### src/design/block_request_ring_merger_core_defines.svh
// assertion macros for the request ring merger core
// used by block_request_ring_merger_core.sv; no other dependencies
`ifndef BLOCK_REQUEST_RING_MERGER_CORE_DEFINES_SVH
`define BLOCK_REQUEST_RING_MERGER_CORE_DEFINES_SVH

// same-cycle implication, disabled while reset is low
`define BRM_ASSERT_SAME(lbl, clk, rst_n, ante, cons, msg) \
    lbl: assert property (@(posedge clk) disable iff (!(rst_n)) (ante) |-> (cons)) \
        else $error(msg);

// next-cycle implication, disabled while reset is low
`define BRM_ASSERT_NEXT(lbl, clk, rst_n, ante, cons, msg) \
    lbl: assert property (@(posedge clk) disable iff (!(rst_n)) (ante) |=> (cons)) \
        else $error(msg);

`endif

### src/design/brm_pkg.sv
// shared types and codes for the request ring merger core
// no dependencies
package brm_pkg;

    typedef enum logic [1:0] {
        REQ_SUBMIT  = 2'd0,
        REQ_CONSUME = 2'd1,
        REQ_PUBLISH = 2'd2,
        REQ_RESET   = 2'd3
    } t_req_type;

    typedef enum logic [2:0] {
        ST_NEW     = 3'd0,
        ST_MERGED  = 3'd1,
        ST_FULL    = 3'd2,
        ST_CLOSED  = 3'd3,
        ST_BAD_SEG = 3'd4
    } t_status;

    localparam logic [1:0] LINK_ACTIVE    = 2'd0;
    localparam logic [1:0] LINK_SUSPENDED = 2'd1;
    localparam logic [1:0] LINK_CLOSED    = 2'd2;

    localparam logic       REG_LINK_STATE     = 1'b0;
    localparam logic       REG_PARTITION_BITS = 1'b1;

    localparam logic [3:0] PBITS_RESET = 4'd4;
    localparam logic [8:0] SECT_MASK   = 9'h1FF;

    typedef struct packed {
        t_status     status;
        logic [5:0]  slot;
        logic [3:0]  segment_index;
        logic [31:0] segment_word;
        logic [31:0] entry_id;
        logic        entry_is_write;
        logic [31:0] entry_sector;
        logic [15:0] entry_device;
        logic [31:0] published_index;
        logic        kick;
    } t_result;

endpackage

### src/design/block_request_ring_merger_core.sv
// request ring producer with contiguous segment merging
// depends on brm_pkg and block_request_ring_merger_core_defines.svh
// accepted beats (one per cycle while o_in_stall is low) give registered result beats
// the run and index registers update in the accept cycle
// a two-deep output buffer takes one more input beat while a result beat is stalled
// reset (synchronous, active low): indices and run cleared, link suspended, partition bits 4
`include "block_request_ring_merger_core_defines.svh"

module block_request_ring_merger_core #(
    parameter int RING_SIZE    = 64,
    parameter int MAX_SEGMENTS = 16
) (
    input  logic        i_clk,
    input  logic        i_rst_n,

    input  logic        psel,
    input  logic        penable,
    input  logic        pwrite,
    input  logic [2:0]  paddr,
    input  logic [31:0] pwdata,
    output logic [31:0] prdata,
    output logic        pready,

    input  logic        i_in_valid,
    output logic        o_in_stall,
    input  logic [1:0]  i_req_type,
    input  logic        i_is_write,
    input  logic [15:0] i_device,
    input  logic [31:0] i_sector,
    input  logic [8:0]  i_sector_count,
    input  logic [31:0] i_buffer_addr,
    input  logic [31:0] i_request_id,
    input  logic [31:0] i_partition_start,
    input  logic        i_virtual_partitions,
    input  logic [31:0] i_response_index,

    output logic        o_out_valid,
    input  logic        i_out_stall,
    output logic [2:0]  o_status,
    output logic [5:0]  o_slot,
    output logic [3:0]  o_segment_index,
    output logic [31:0] o_segment_word,
    output logic [31:0] o_entry_id,
    output logic        o_entry_is_write,
    output logic [31:0] o_entry_sector,
    output logic [15:0] o_entry_device,
    output logic [31:0] o_published_index,
    output logic        o_kick
);
    import brm_pkg::*;

    localparam int SLOT_W = $clog2(RING_SIZE);
    localparam int SEG_W  = $clog2(MAX_SEGMENTS + 1);
    localparam logic [31:0]       RING_DEPTH = 32'(RING_SIZE);
    localparam logic [31:0]       RING_HALF  = 32'(RING_SIZE / 2);
    localparam logic [SLOT_W-1:0] SLOT_LAST  = SLOT_W'(RING_SIZE - 1);
    localparam logic [SEG_W-1:0]  SEG_MAX    = SEG_W'(MAX_SEGMENTS);
    localparam logic              RUN_KEEP   = (MAX_SEGMENTS > 1);

    logic [1:0]        r_link, n_link;
    logic [3:0]        r_pbits, n_pbits;
    logic [31:0]       r_produce, n_produce;
    logic [31:0]       r_consume, n_consume;
    logic              r_run_open, n_run_open;
    logic              r_run_wr, n_run_wr;
    logic [15:0]       r_run_dev, n_run_dev;
    logic [31:0]       r_run_next, n_run_next;
    logic [SEG_W-1:0]  r_run_segs, n_run_segs;
    logic [31:0]       r_run_id, n_run_id;
    logic [31:0]       r_run_sector, n_run_sector;
    logic [SLOT_W-1:0] r_prod_slot, n_prod_slot;
    logic [SLOT_W-1:0] r_last_slot, n_last_slot;

    t_result           r_out, r_skid, res;
    logic              r_out_valid, r_skid_valid;

    logic              acc, out_take, cfg_wr;
    t_req_type         req;
    logic [15:0]       dev_m;
    logic [31:0]       abs_sect, occupancy, word;
    logic              match, full;
    logic [SEG_W-1:0]  seg_inc;

    assign acc      = i_in_valid && !r_skid_valid;
    assign out_take = r_out_valid && !i_out_stall;
    assign cfg_wr   = psel && penable && pwrite && pready;
    assign req      = t_req_type'(i_req_type);

    assign dev_m     = i_virtual_partitions ? i_device : (i_device & (16'hFFFF << r_pbits));
    assign abs_sect  = i_sector + i_partition_start;
    assign word      = i_buffer_addr | {23'b0, i_sector_count};
    assign occupancy = r_produce - r_consume;
    assign full      = occupancy >= RING_DEPTH;
    assign seg_inc   = r_run_segs + SEG_W'(1);
    assign match     = r_run_open && (r_run_wr == i_is_write) && (r_run_dev == dev_m)
                       && (r_run_next == abs_sect);

    always_comb begin
        n_link       = r_link;
        n_pbits      = r_pbits;
        n_produce    = r_produce;
        n_consume    = r_consume;
        n_run_open   = r_run_open;
        n_run_wr     = r_run_wr;
        n_run_dev    = r_run_dev;
        n_run_next   = r_run_next;
        n_run_segs   = r_run_segs;
        n_run_id     = r_run_id;
        n_run_sector = r_run_sector;
        n_prod_slot  = r_prod_slot;
        n_last_slot  = r_last_slot;
        res          = '0;
        res.status   = ST_NEW;

        unique case (req)
            REQ_CONSUME: begin
                if (r_link == LINK_CLOSED) begin
                    res.status = ST_CLOSED;
                end else begin
                    n_consume = i_response_index;
                    res.kick  = (r_produce - i_response_index) < RING_HALF;
                end
            end
            REQ_PUBLISH: begin
                n_run_open          = 1'b0;
                res.published_index = r_produce;
            end
            REQ_RESET: begin
                n_produce   = '0;
                n_consume   = '0;
                n_run_open  = 1'b0;
                n_link      = LINK_ACTIVE;
                n_prod_slot = '0;
            end
            REQ_SUBMIT: begin
                if ((i_buffer_addr[8:0] & SECT_MASK) != 9'd0) begin
                    res.status = ST_BAD_SEG;
                end else if (r_link == LINK_CLOSED) begin
                    res.status = ST_CLOSED;
                end else if (match) begin
                    n_run_id   = i_request_id;
                    n_run_segs = seg_inc;
                    if (seg_inc < SEG_MAX) begin
                        n_run_next = abs_sect + {23'b0, i_sector_count};
                    end else begin
                        n_run_open = 1'b0;
                    end
                    res.status         = ST_MERGED;
                    res.slot           = 6'(r_last_slot);
                    res.segment_index  = 4'(r_run_segs);
                    res.segment_word   = word;
                    res.entry_id       = i_request_id;
                    res.entry_is_write = r_run_wr;
                    res.entry_sector   = r_run_sector;
                    res.entry_device   = r_run_dev;
                end else if (full || (r_link != LINK_ACTIVE)) begin
                    res.status = ST_FULL;
                end else begin
                    n_run_open   = RUN_KEEP;
                    n_run_wr     = i_is_write;
                    n_run_dev    = dev_m;
                    n_run_next   = abs_sect + {23'b0, i_sector_count};
                    n_run_segs   = SEG_W'(1);
                    n_run_id     = i_request_id;
                    n_run_sector = abs_sect;
                    n_last_slot  = r_prod_slot;
                    n_produce    = r_produce + 32'd1;
                    if (r_produce == 32'hFFFF_FFFF || r_prod_slot == SLOT_LAST) begin
                        n_prod_slot = '0;
                    end else begin
                        n_prod_slot = r_prod_slot + SLOT_W'(1);
                    end
                    res.status         = ST_NEW;
                    res.slot           = 6'(r_prod_slot);
                    res.segment_word   = word;
                    res.entry_id       = i_request_id;
                    res.entry_is_write = i_is_write;
                    res.entry_sector   = abs_sect;
                    res.entry_device   = dev_m;
                end
            end
            default: begin
                res.status = ST_NEW;
            end
        endcase

        if (!acc) begin
            n_link       = r_link;
            n_produce    = r_produce;
            n_consume    = r_consume;
            n_run_open   = r_run_open;
            n_run_wr     = r_run_wr;
            n_run_dev    = r_run_dev;
            n_run_next   = r_run_next;
            n_run_segs   = r_run_segs;
            n_run_id     = r_run_id;
            n_run_sector = r_run_sector;
            n_prod_slot  = r_prod_slot;
            n_last_slot  = r_last_slot;
        end

        if (cfg_wr) begin
            unique case (paddr[2])
                REG_LINK_STATE:     n_link  = pwdata[1:0];
                REG_PARTITION_BITS: n_pbits = pwdata[3:0];
                default:            n_link  = r_link;
            endcase
        end
    end

    always_ff @(posedge i_clk) begin
        if (!i_rst_n) begin
            r_link       <= LINK_SUSPENDED;
            r_pbits      <= PBITS_RESET;
            r_produce    <= '0;
            r_consume    <= '0;
            r_run_open   <= 1'b0;
            r_run_wr     <= 1'b0;
            r_run_dev    <= '0;
            r_run_next   <= '0;
            r_run_segs   <= '0;
            r_run_id     <= '0;
            r_run_sector <= '0;
            r_prod_slot  <= '0;
            r_last_slot  <= '0;
            r_out_valid  <= 1'b0;
            r_skid_valid <= 1'b0;
        end else begin
            r_link       <= n_link;
            r_pbits      <= n_pbits;
            r_produce    <= n_produce;
            r_consume    <= n_consume;
            r_run_open   <= n_run_open;
            r_run_wr     <= n_run_wr;
            r_run_dev    <= n_run_dev;
            r_run_next   <= n_run_next;
            r_run_segs   <= n_run_segs;
            r_run_id     <= n_run_id;
            r_run_sector <= n_run_sector;
            r_prod_slot  <= n_prod_slot;
            r_last_slot  <= n_last_slot;
            if (acc) begin
                if (!r_out_valid || out_take) begin
                    r_out_valid <= 1'b1;
                end else begin
                    r_skid_valid <= 1'b1;
                end
            end else if (out_take) begin
                r_out_valid  <= r_skid_valid;
                r_skid_valid <= 1'b0;
            end
        end
    end

    // result payload
    always_ff @(posedge i_clk) begin
        if (acc) begin
            if (!r_out_valid || out_take) begin
                r_out <= res;
            end else begin
                r_skid <= res;
            end
        end else if (out_take) begin
            r_out <= r_skid;
        end
    end

    always_comb begin
        prdata = '0;
        unique case (paddr[2])
            REG_LINK_STATE:     prdata = {30'b0, r_link};
            REG_PARTITION_BITS: prdata = {28'b0, r_pbits};
            default:            prdata = '0;
        endcase
    end

    assign pready            = 1'b1;
    assign o_in_stall        = r_skid_valid;
    assign o_out_valid       = r_out_valid;
    assign o_status          = r_out.status;
    assign o_slot            = r_out.slot;
    assign o_segment_index   = r_out.segment_index;
    assign o_segment_word    = r_out.segment_word;
    assign o_entry_id        = r_out.entry_id;
    assign o_entry_is_write  = r_out.entry_is_write;
    assign o_entry_sector    = r_out.entry_sector;
    assign o_entry_device    = r_out.entry_device;
    assign o_published_index = r_out.published_index;
    assign o_kick            = r_out.kick;

    `BRM_ASSERT_SAME(a_skid_behind_out, i_clk, i_rst_n, r_skid_valid, r_out_valid,
        "skid holds a beat while output register is empty")
    `BRM_ASSERT_SAME(a_run_segs_range, i_clk, i_rst_n, r_run_open,
        (r_run_segs != '0) && (r_run_segs < SEG_MAX), "open run has bad segment count")
    `BRM_ASSERT_SAME(a_slot_range, i_clk, i_rst_n, 1'b1,
        (r_prod_slot <= SLOT_LAST) && (r_last_slot <= SLOT_LAST), "ring slot out of range")
    `BRM_ASSERT_NEXT(a_merge_keeps_index, i_clk, i_rst_n,
        acc && (req == REQ_SUBMIT) && (res.status == ST_MERGED) && !cfg_wr,
        $stable(r_produce) && $stable(r_prod_slot), "merge moved the producer index")

endmodule
### config.mk
export PLATFORM = sky130hd
export DESIGN_NAME = block_request_ring_merger_core
export DESIGN_NICKNAME = d
export VERILOG_FILES = /design/src/design/brm_pkg.sv /design/src/design/block_request_ring_merger_core.sv
export VERILOG_INCLUDE_DIRS = /design/src /design/src/design
export SDC_FILE = /design/constraint.sdc
export NUM_CORES = 1
export LEC_CHECK = 0
export ABC_CLOCK_PERIOD_IN_PS = 17000
export BUFFER_PORTS_ARGS = -buffer_cell sky130_fd_sc_hd__clkbuf_2
export CORE_AREA = 2 2 228 230
export CTS_CLUSTER_SIZE = 14
export DETAILED_ROUTE_END_ITERATION = 10
export DIE_AREA = 0 0 230 232
export PLACE_DENSITY = 0.9
export SLEW_MARGIN = 20
export SYNTH_ARGS = -nofsm -noshare
export SYNTH_HDL_FRONTEND = slang
export SYNTH_SLANG_ARGS = --single-unit
### constraint.sdc
create_clock -name i_clk -period 17 [get_ports i_clk]
set_input_delay 1.7 -clock i_clk [delete_from_list [all_inputs] [get_ports i_clk]]
set_output_delay 1.7 -clock i_clk [all_outputs]
set_load 0.03 [all_outputs]
## Word-level counts from Yosys, hierarchy flattened

Index checks and enable logic that the tools add are counted.

| word-level totals | value |
|---|---|
| register bits after elaboration | 489 |
| latch bits | 0 |
| memory bits (writable) | 0 |
| bits in read-only memories | 0 |
| bits of input ports | 231 |
| output and inout port bits | 194 |
| word-level logic and storage cells | 159 |
| memories | 0 |

| cells by class | value |
|---|---|
| add/subtract/negate cells | 7 |
| multiply operators | 0 |
| div/mod/pow operators | 0 |
| order comparisons | 3 |
| equal/unequal tests | 20 |
| shift-type cells | 1 |
| multiplexer cells | 55 |
| bitwise gates (word level) | 8 |
| reductions and logical operators | 31 |

Operators with widths:

| operator | count |
|---|---|
| $mux W159 | 3 |
| $mux W123 | 3 |
| $mux W32 | 9 |
| $mux W113 | 2 |
| $pmux W32 S2 | 3 |
| $sub A32 B32 Y32 | 2 |
| $mux W6 | 6 |
| $add A32 B1 Y32 const B | 1 |
| $add A32 B32 Y32 | 1 |
| $add A32 B9 Y32 | 1 |
| $eq A32 B32 Y1 | 1 |
| $eq A32 B32 Y1 const B | 1 |
| $ge A32 B7 Y1 const B | 1 |
| $lt A32 B6 Y1 const B | 1 |
| $or A32 B9 Y32 | 1 |
| $reduce_and A6 Y1 | 4 |
| $and A16 B16 Y16 | 1 |
| $eq A16 B16 Y1 | 1 |
| $mux W16 | 1 |
| $shl A16 B4 Y16 const A | 1 |
| $ne A2 B2 Y1 const B | 7 |
| $mux W1 | 13 |
| $mux W2 | 6 |
| $pmux W6 S2 | 1 |
| 26 further kinds | 54 |

## Longest topological paths before layout

| depth | value |
|---|---|
| depth in word-level cells | 12 |
| mapped depth | 18 |
| mapped depth without buffers | 17 |

## Worst setup path after synthesis

No wires, ideal clock.

| timing | value |
|---|---|
| path kind | input to register |
| from | input i_in_valid |
| to | register r_out (netlist bit o_entry_device[0]) (enable) |
| setup time | 0.898 ns |
| arrival time | 13.478 ns |
| data required time | 16.102 ns |
| path slack | 2.625 ns |
| stages on the path | 5 |
| path buffers | 3 |
| path through | nand2b_1 -> clkbuf_1 -> clkbuf_1 -> clkbuf_1 -> o21ai_0 |

| between the ends | value |
|---|---|
| cells in the longest elaborated chain, start to end | 3 |
| elaborated cells on any way between the ends | 4 |
| those cells by class | eq/ne: 1; reduce/logical: 3 |

Ends and longest elaborated chain:

| item | RTL line | source |
|---|---|---|
| start, declared | block_request_ring_merger_core.sv:24 | `input logic i_in_valid,` |
| $logic_and A1 B1 Y1 (*) | block_request_ring_merger_core.sv:84 | `assign acc = i_in_valid && !r_skid_valid;` |
| $ne A2 B1 Y1 (no line) or $reduce_bool A2 Y1 (tied branches) | - |  |
| $reduce_and A2 Y1 (no line) (*) | - |  |
| end signal, assigned | block_request_ring_merger_core.sv:259 | `r_out <= res;` |
| end signal, assigned | block_request_ring_merger_core.sv:264 | `r_out <= r_skid;` |
| end, declared | block_request_ring_merger_core.sv:74 | `t_result r_out, r_skid, res;` |

Every way passes the cells marked *; elsewhere a longest branch is shown, timed or not.
A chain may end at the register's enable or synchronous reset.

## Final worst setup path

| timing | value |
|---|---|
| from | input i_sector[0] |
| to | register r_out (netlist bit o_entry_sector[22]) (data pin) |

| between the ends | value |
|---|---|
| cells in the longest elaborated chain, start to end | 9 |
| elaborated cells on any way between the ends | 10 |
| those cells by class | add/sub: 1; eq/ne: 1; mux: 7; reduce/logical: 1 |

Ends and longest elaborated chain:

| item | RTL line | source |
|---|---|---|
| start, declared | block_request_ring_merger_core.sv:29 | `input logic [31:0] i_sector,` |
| $add A32 B32 Y32 (*) | block_request_ring_merger_core.sv:90 | `assign abs_sect = i_sector + i_partition_start;` |
| $eq A32 B32 Y1 | block_request_ring_merger_core.sv:96 | `&& (r_run_next == abs_sect);` |
| $logic_and A1 B1 Y1 | block_request_ring_merger_core.sv:96 |  |
| $mux W113 (*) | block_request_ring_merger_core.sv:140 | `end else if (match) begin` |
| $mux W123 (*) | block_request_ring_merger_core.sv:138 | `end else if (r_link == LINK_CLOSED) begin` |
| $mux W123 (*) | block_request_ring_merger_core.sv:136 | `if ((i_buffer_addr[8:0] & SECT_MASK) != 9'd0) begin` |
| $mux W123 (*) | block_request_ring_merger_core.sv:115 | `unique case (req)` |
| $mux W159 (*) | block_request_ring_merger_core.sv:258 | `if (!r_out_valid \|\| out_take) begin` |
| $mux W159 (*) | block_request_ring_merger_core.sv:257 | `if (acc) begin` |

Every way passes the cells marked *; elsewhere a longest branch is shown, timed or not. The select of a mux whose other input is x is not followed.

==> metrics.md <==
| Metric | Value |
|---|---|
| Primary FF master, synth | `edfxtp_1` |
| Starting Density | `0.582` |
| Routed WL | `slightly below 90,000 um` |
| Vias in the first global route | `23,400` |
| Synthesis-to-layout area growth | `12.6%` |
| Worst hold endpoint | `r_consume[26]` |
| Ordered cell list for the critical path | `clkbuf_2 > ha_1 > inv_1 > fa_1 > nor2b_4 > o2111a_2 > nor3_2 > o21ai_2 > mux2_2 > xor2_1 > o221ai_1 > nor4_1 > and4_1 > o21ai_4 > buf_12 > o31ai_1` |
| Setup crit start kind | `input pin` |
| Seq/Total Area, Yosys | `0.438` |
| Critical Path Slowest Stage Cell | `and4_1` |
| Post-synth EDFFs | `318` |
| Post-synth top area share | `0.322` |
| Max-cap violations | `0` |
| # Post-CTS Setup Buffers | `0` |
| Dominant cell type by area after synthesis | `edfxtp_1` |
| Worst-case clock buffer depth | `3` |
| Starting DRT DRC Count | `approximately 3,200` |
| Power per Cell Area | `between 90 and 100 mW/mm2` |
| Critical Path Sink Type | `flip-flop` |
| Worst Path Class, Setup | `in2reg` |
| Routed Antenna Nets | `0` |
| Pwr Total | `between 3000 and 4000 uW` |
| Post-CTS Hold Buffers | `0` |
| Post-synth top cells | `nand2_1, edfxtp_1, nor2_1` |
| Worst endpoint required time | `17.40 ns` |
| Crit path DAT | `~7.1 ns` |
| Setup Viol. Count Final | `0` |
| Worst hold path class | `reg2reg` |
| Reg area | `0.0130 mm2` |
| H-tree depth | `2` |
| Pre-CTS setup slack | `10.05 ns` |
| IO Pins | `between 400 and 500` |
| CORE AREA | `about 0.05 mm2` |
| Routability Congestion | `about 0.97` |
| Cells after Synth | `around 3,200` |
| Antenna violations before repair | `2` |
| CTS root buf | `clkbuf_16` |
| R2R depth | `16` |
| # nets final | `3,788` |
| DR pass1 iterations | `6` |
| Critical path's largest stage delay | `approximately 0.7 ns` |
| Reg2Reg Capture Point | `r_run_next[0]` |
| Peak supply drop | `a little under 80 uV` |
| Total negative slack | `0 ns` |
| Clk_lat worst skew | `0.62 ns` |
| Fin crit period | `between 6 and 7 ns` |
| Synth async-reset ratio | `0` |
| WHS Path Cells | `2` |
| Std cell rows | `slightly above 80` |
| DR vias | `~26,000` |
| Post-CTS resize count | `0` |
| Die extent in y | `around 230 um` |
| CTS tree | `built` |
| Worst Tran Pin Value | `around 1.1 ns` |
| Sinks on Clock Net | `just under 500` |
| Worst-path clk slew | `0.06 ns` |
| Die Wd | `~230 um` |
| DRC | `0` |
| Worst hold slack | `between 0.4 and 0.5 ns` |
| Peak fanout along the critical path | `between 200 and 250` |
| FILL cells | `a little over 4,000` |
| Most numerous cell in the Yosys netlist | `nand2_1` |
| Avg WL per Cell | `roughly 21 um` |
| Multi-input combinational cell area | `roughly 0.015 mm2` |
| Slew Limit Headroom | `0.240` |
| R2r setup slk | `between 10 and 15 ns` |
| Syn Std Cell Area | `just under 0.03 mm2` |
| Count of buffers from port buffering | `365` |
| Die footprint | `approximately 0.053 mm2` |
| Leading post-synthesis cells by cell area | `edfxtp_1, dfxtp_1, nand2_1` |
| Syn_area_per_cell | `approximately 9 um2` |
| Core Util, Final | `0.656` |
| Fmax | `approximately 150 MHz` |
| Crit. Startpoint | `i_sector[0]` |
| Global Route Usage Sum | `0.316` |
| Critical R2R Launch | `r_produce[0]` |
| Num CTS Buffers | `50` |
| Synth cell types | `104` |
| Layout cells sized above 1 | `0.170` |
| Hold Startpoint | `r_consume[26]` |
| Vias per cell | `6.25` |
| Endpoints failing hold | `0` |
| Yosys reg bits | `between 400 and 500` |
| Largest net degree at the start of global routing | `between 200 and 250` |
| Synth warn | `0` |
| Max-slew violations | `0` |
| RSZ-0062 raised after global routing | `false` |
| Global-route wire length before repair | `roughly 130,000 um` |
| Status | `completed` |
| Grt total ovfl | `0` |
| Clock Skew | `about 0.042 ns` |
| Final cycle utilization of the critical path | `0.394` |
| Fin worst setup slack | `between 10 and 15 ns` |
| Hpwl dp | `around 62,000 um` |
| Leakage | `~0.014 uW` |
-- worst max-delay path by stage --
stage	slack, ns	to
global route	10.24	o_entry_id[18]
detailed placement	10.05	o_slot[1]
floorplan	2.62	o_entry_device[0]
global placement	10.10	o_entry_sector[22]
finish	10.29	o_entry_sector[22]
CTS	10.59	o_entry_id[18]
-- sequential cells by signal, summed over array words and instances (netlist names), 6 cells and up --
register,flops
o_published_index,32
o_segment_word,32
r_consume,32
r_last_slot,6
r_run_next,32
r_run_dev,16
o_entry_device,16
r_produce,32
o_entry_id,32
r_prod_slot,6
o_entry_sector,32
o_slot,6
r_run_sector,32
r_skid,159
-- cells in the final DEF, fill, tap and decap left out, types with 9 or more instances in the layout --
cell       netlist  layout
o211ai_1        23      23
nor2_1         256     255
and2_1          50      50
nand2b_1        20      19
mux2i_1        115     115
a21oi_1        221     221
dfxtp_1        171     171
ha_1           104     104
mux2_2          47      47
clkbuf_16        0      50
nand2_1        364     363
o21ai_0        137     135
edfxtp_1       318     318
xnor2_1         62      62
nor2b_1         18      17
and3_1          22      21
or4_1           11      11
inv_1          168     167
nor3_1          48      48
nand3b_1         9       9
a211oi_1        27      27
or3_1           64      64
clkinv_2         0      12
nor3b_1         10      10
buf_4           36      31
conb_1           2      29
a21o_1          37      37
clkbuf_2         0     365
o221ai_1         9       9
o21ai_1         10       9
o2111ai_1        9       9
and4_1          16      16
xor2_1          43      43
nand4_1         51      51
o21a_1          29      29
o21bai_1        11      11
o31ai_1        128     128
nor4_1          30      28
nand3_1        152     152
-- cells by family after synthesis --
kind of cell | count (synthesis) | share of synthesized area
DFF | 489 | 0.438
xor gates and xnor gates | 111 | 0.0356
other | 2 | 0.000253
buffers and inverters | 403 | 0.0588
adders and majority gates | 107 | 0.0459
AOI/OAI and AO/OA | 773 | 0.174
and+or+nand+nor | 1159 | 0.190
muxes | 163 | 0.0571
-- per-stage QoR --
| step | std cells | instance area [um2] |
|---|---|---|
| after floorplan | 3234 | 29700 |
| after global placement | 4077 | 31700 |
| after detailed placement | 4077 | 31700 |
| after CTS | 4171 | 33400 |
| after global routing | 4173 | 33400 |
| final | 4173 | 33400 |
-- layout make-up --
type,count,share of cell area
antenna,1,0.0000750
clock buffer,63,0.0410
inverter,168,0.0189
sequential,489,0.389
multi-input combinational,2342,0.453
clock inverter,31,0.0103
tap,680,0.0255
timing repair buffer,399,0.0630
-- metal layers --
layer,GRT usage,vias to the layer above,wire length (um)
li1,-,12200,-
met1,0.458,12300,37200
met2,0.475,1398,38000
met3,0.0609,198,9380
met4,0.106,2,2920
met5,0,-,13
-- worst max-delay path: cells and delay by family --
family | cells | cell delay [ns]
multiplexers | 1 | 0.48
AO/OA/AOI/OAI | 5 | 1.68
XOR/XNOR | 1 | 0.52
buffers and inverters | 3 | 0.41
adder cells (fa/ha/maj) | 2 | 0.63
AND/OR/NAND/NOR | 4 | 1.34
-- power by group --
part / total (uW) / internal (uW) / switching [uW] / leakage, uW
Sequential: 1320 / 1300 / 14.5 / 0.00465
Combinational: 600 / 189 / 411 / 0.00828
Clock: 1130 / 641 / 484 / 0.000839
No activity file was read; power rests on OpenSTA's default activity.
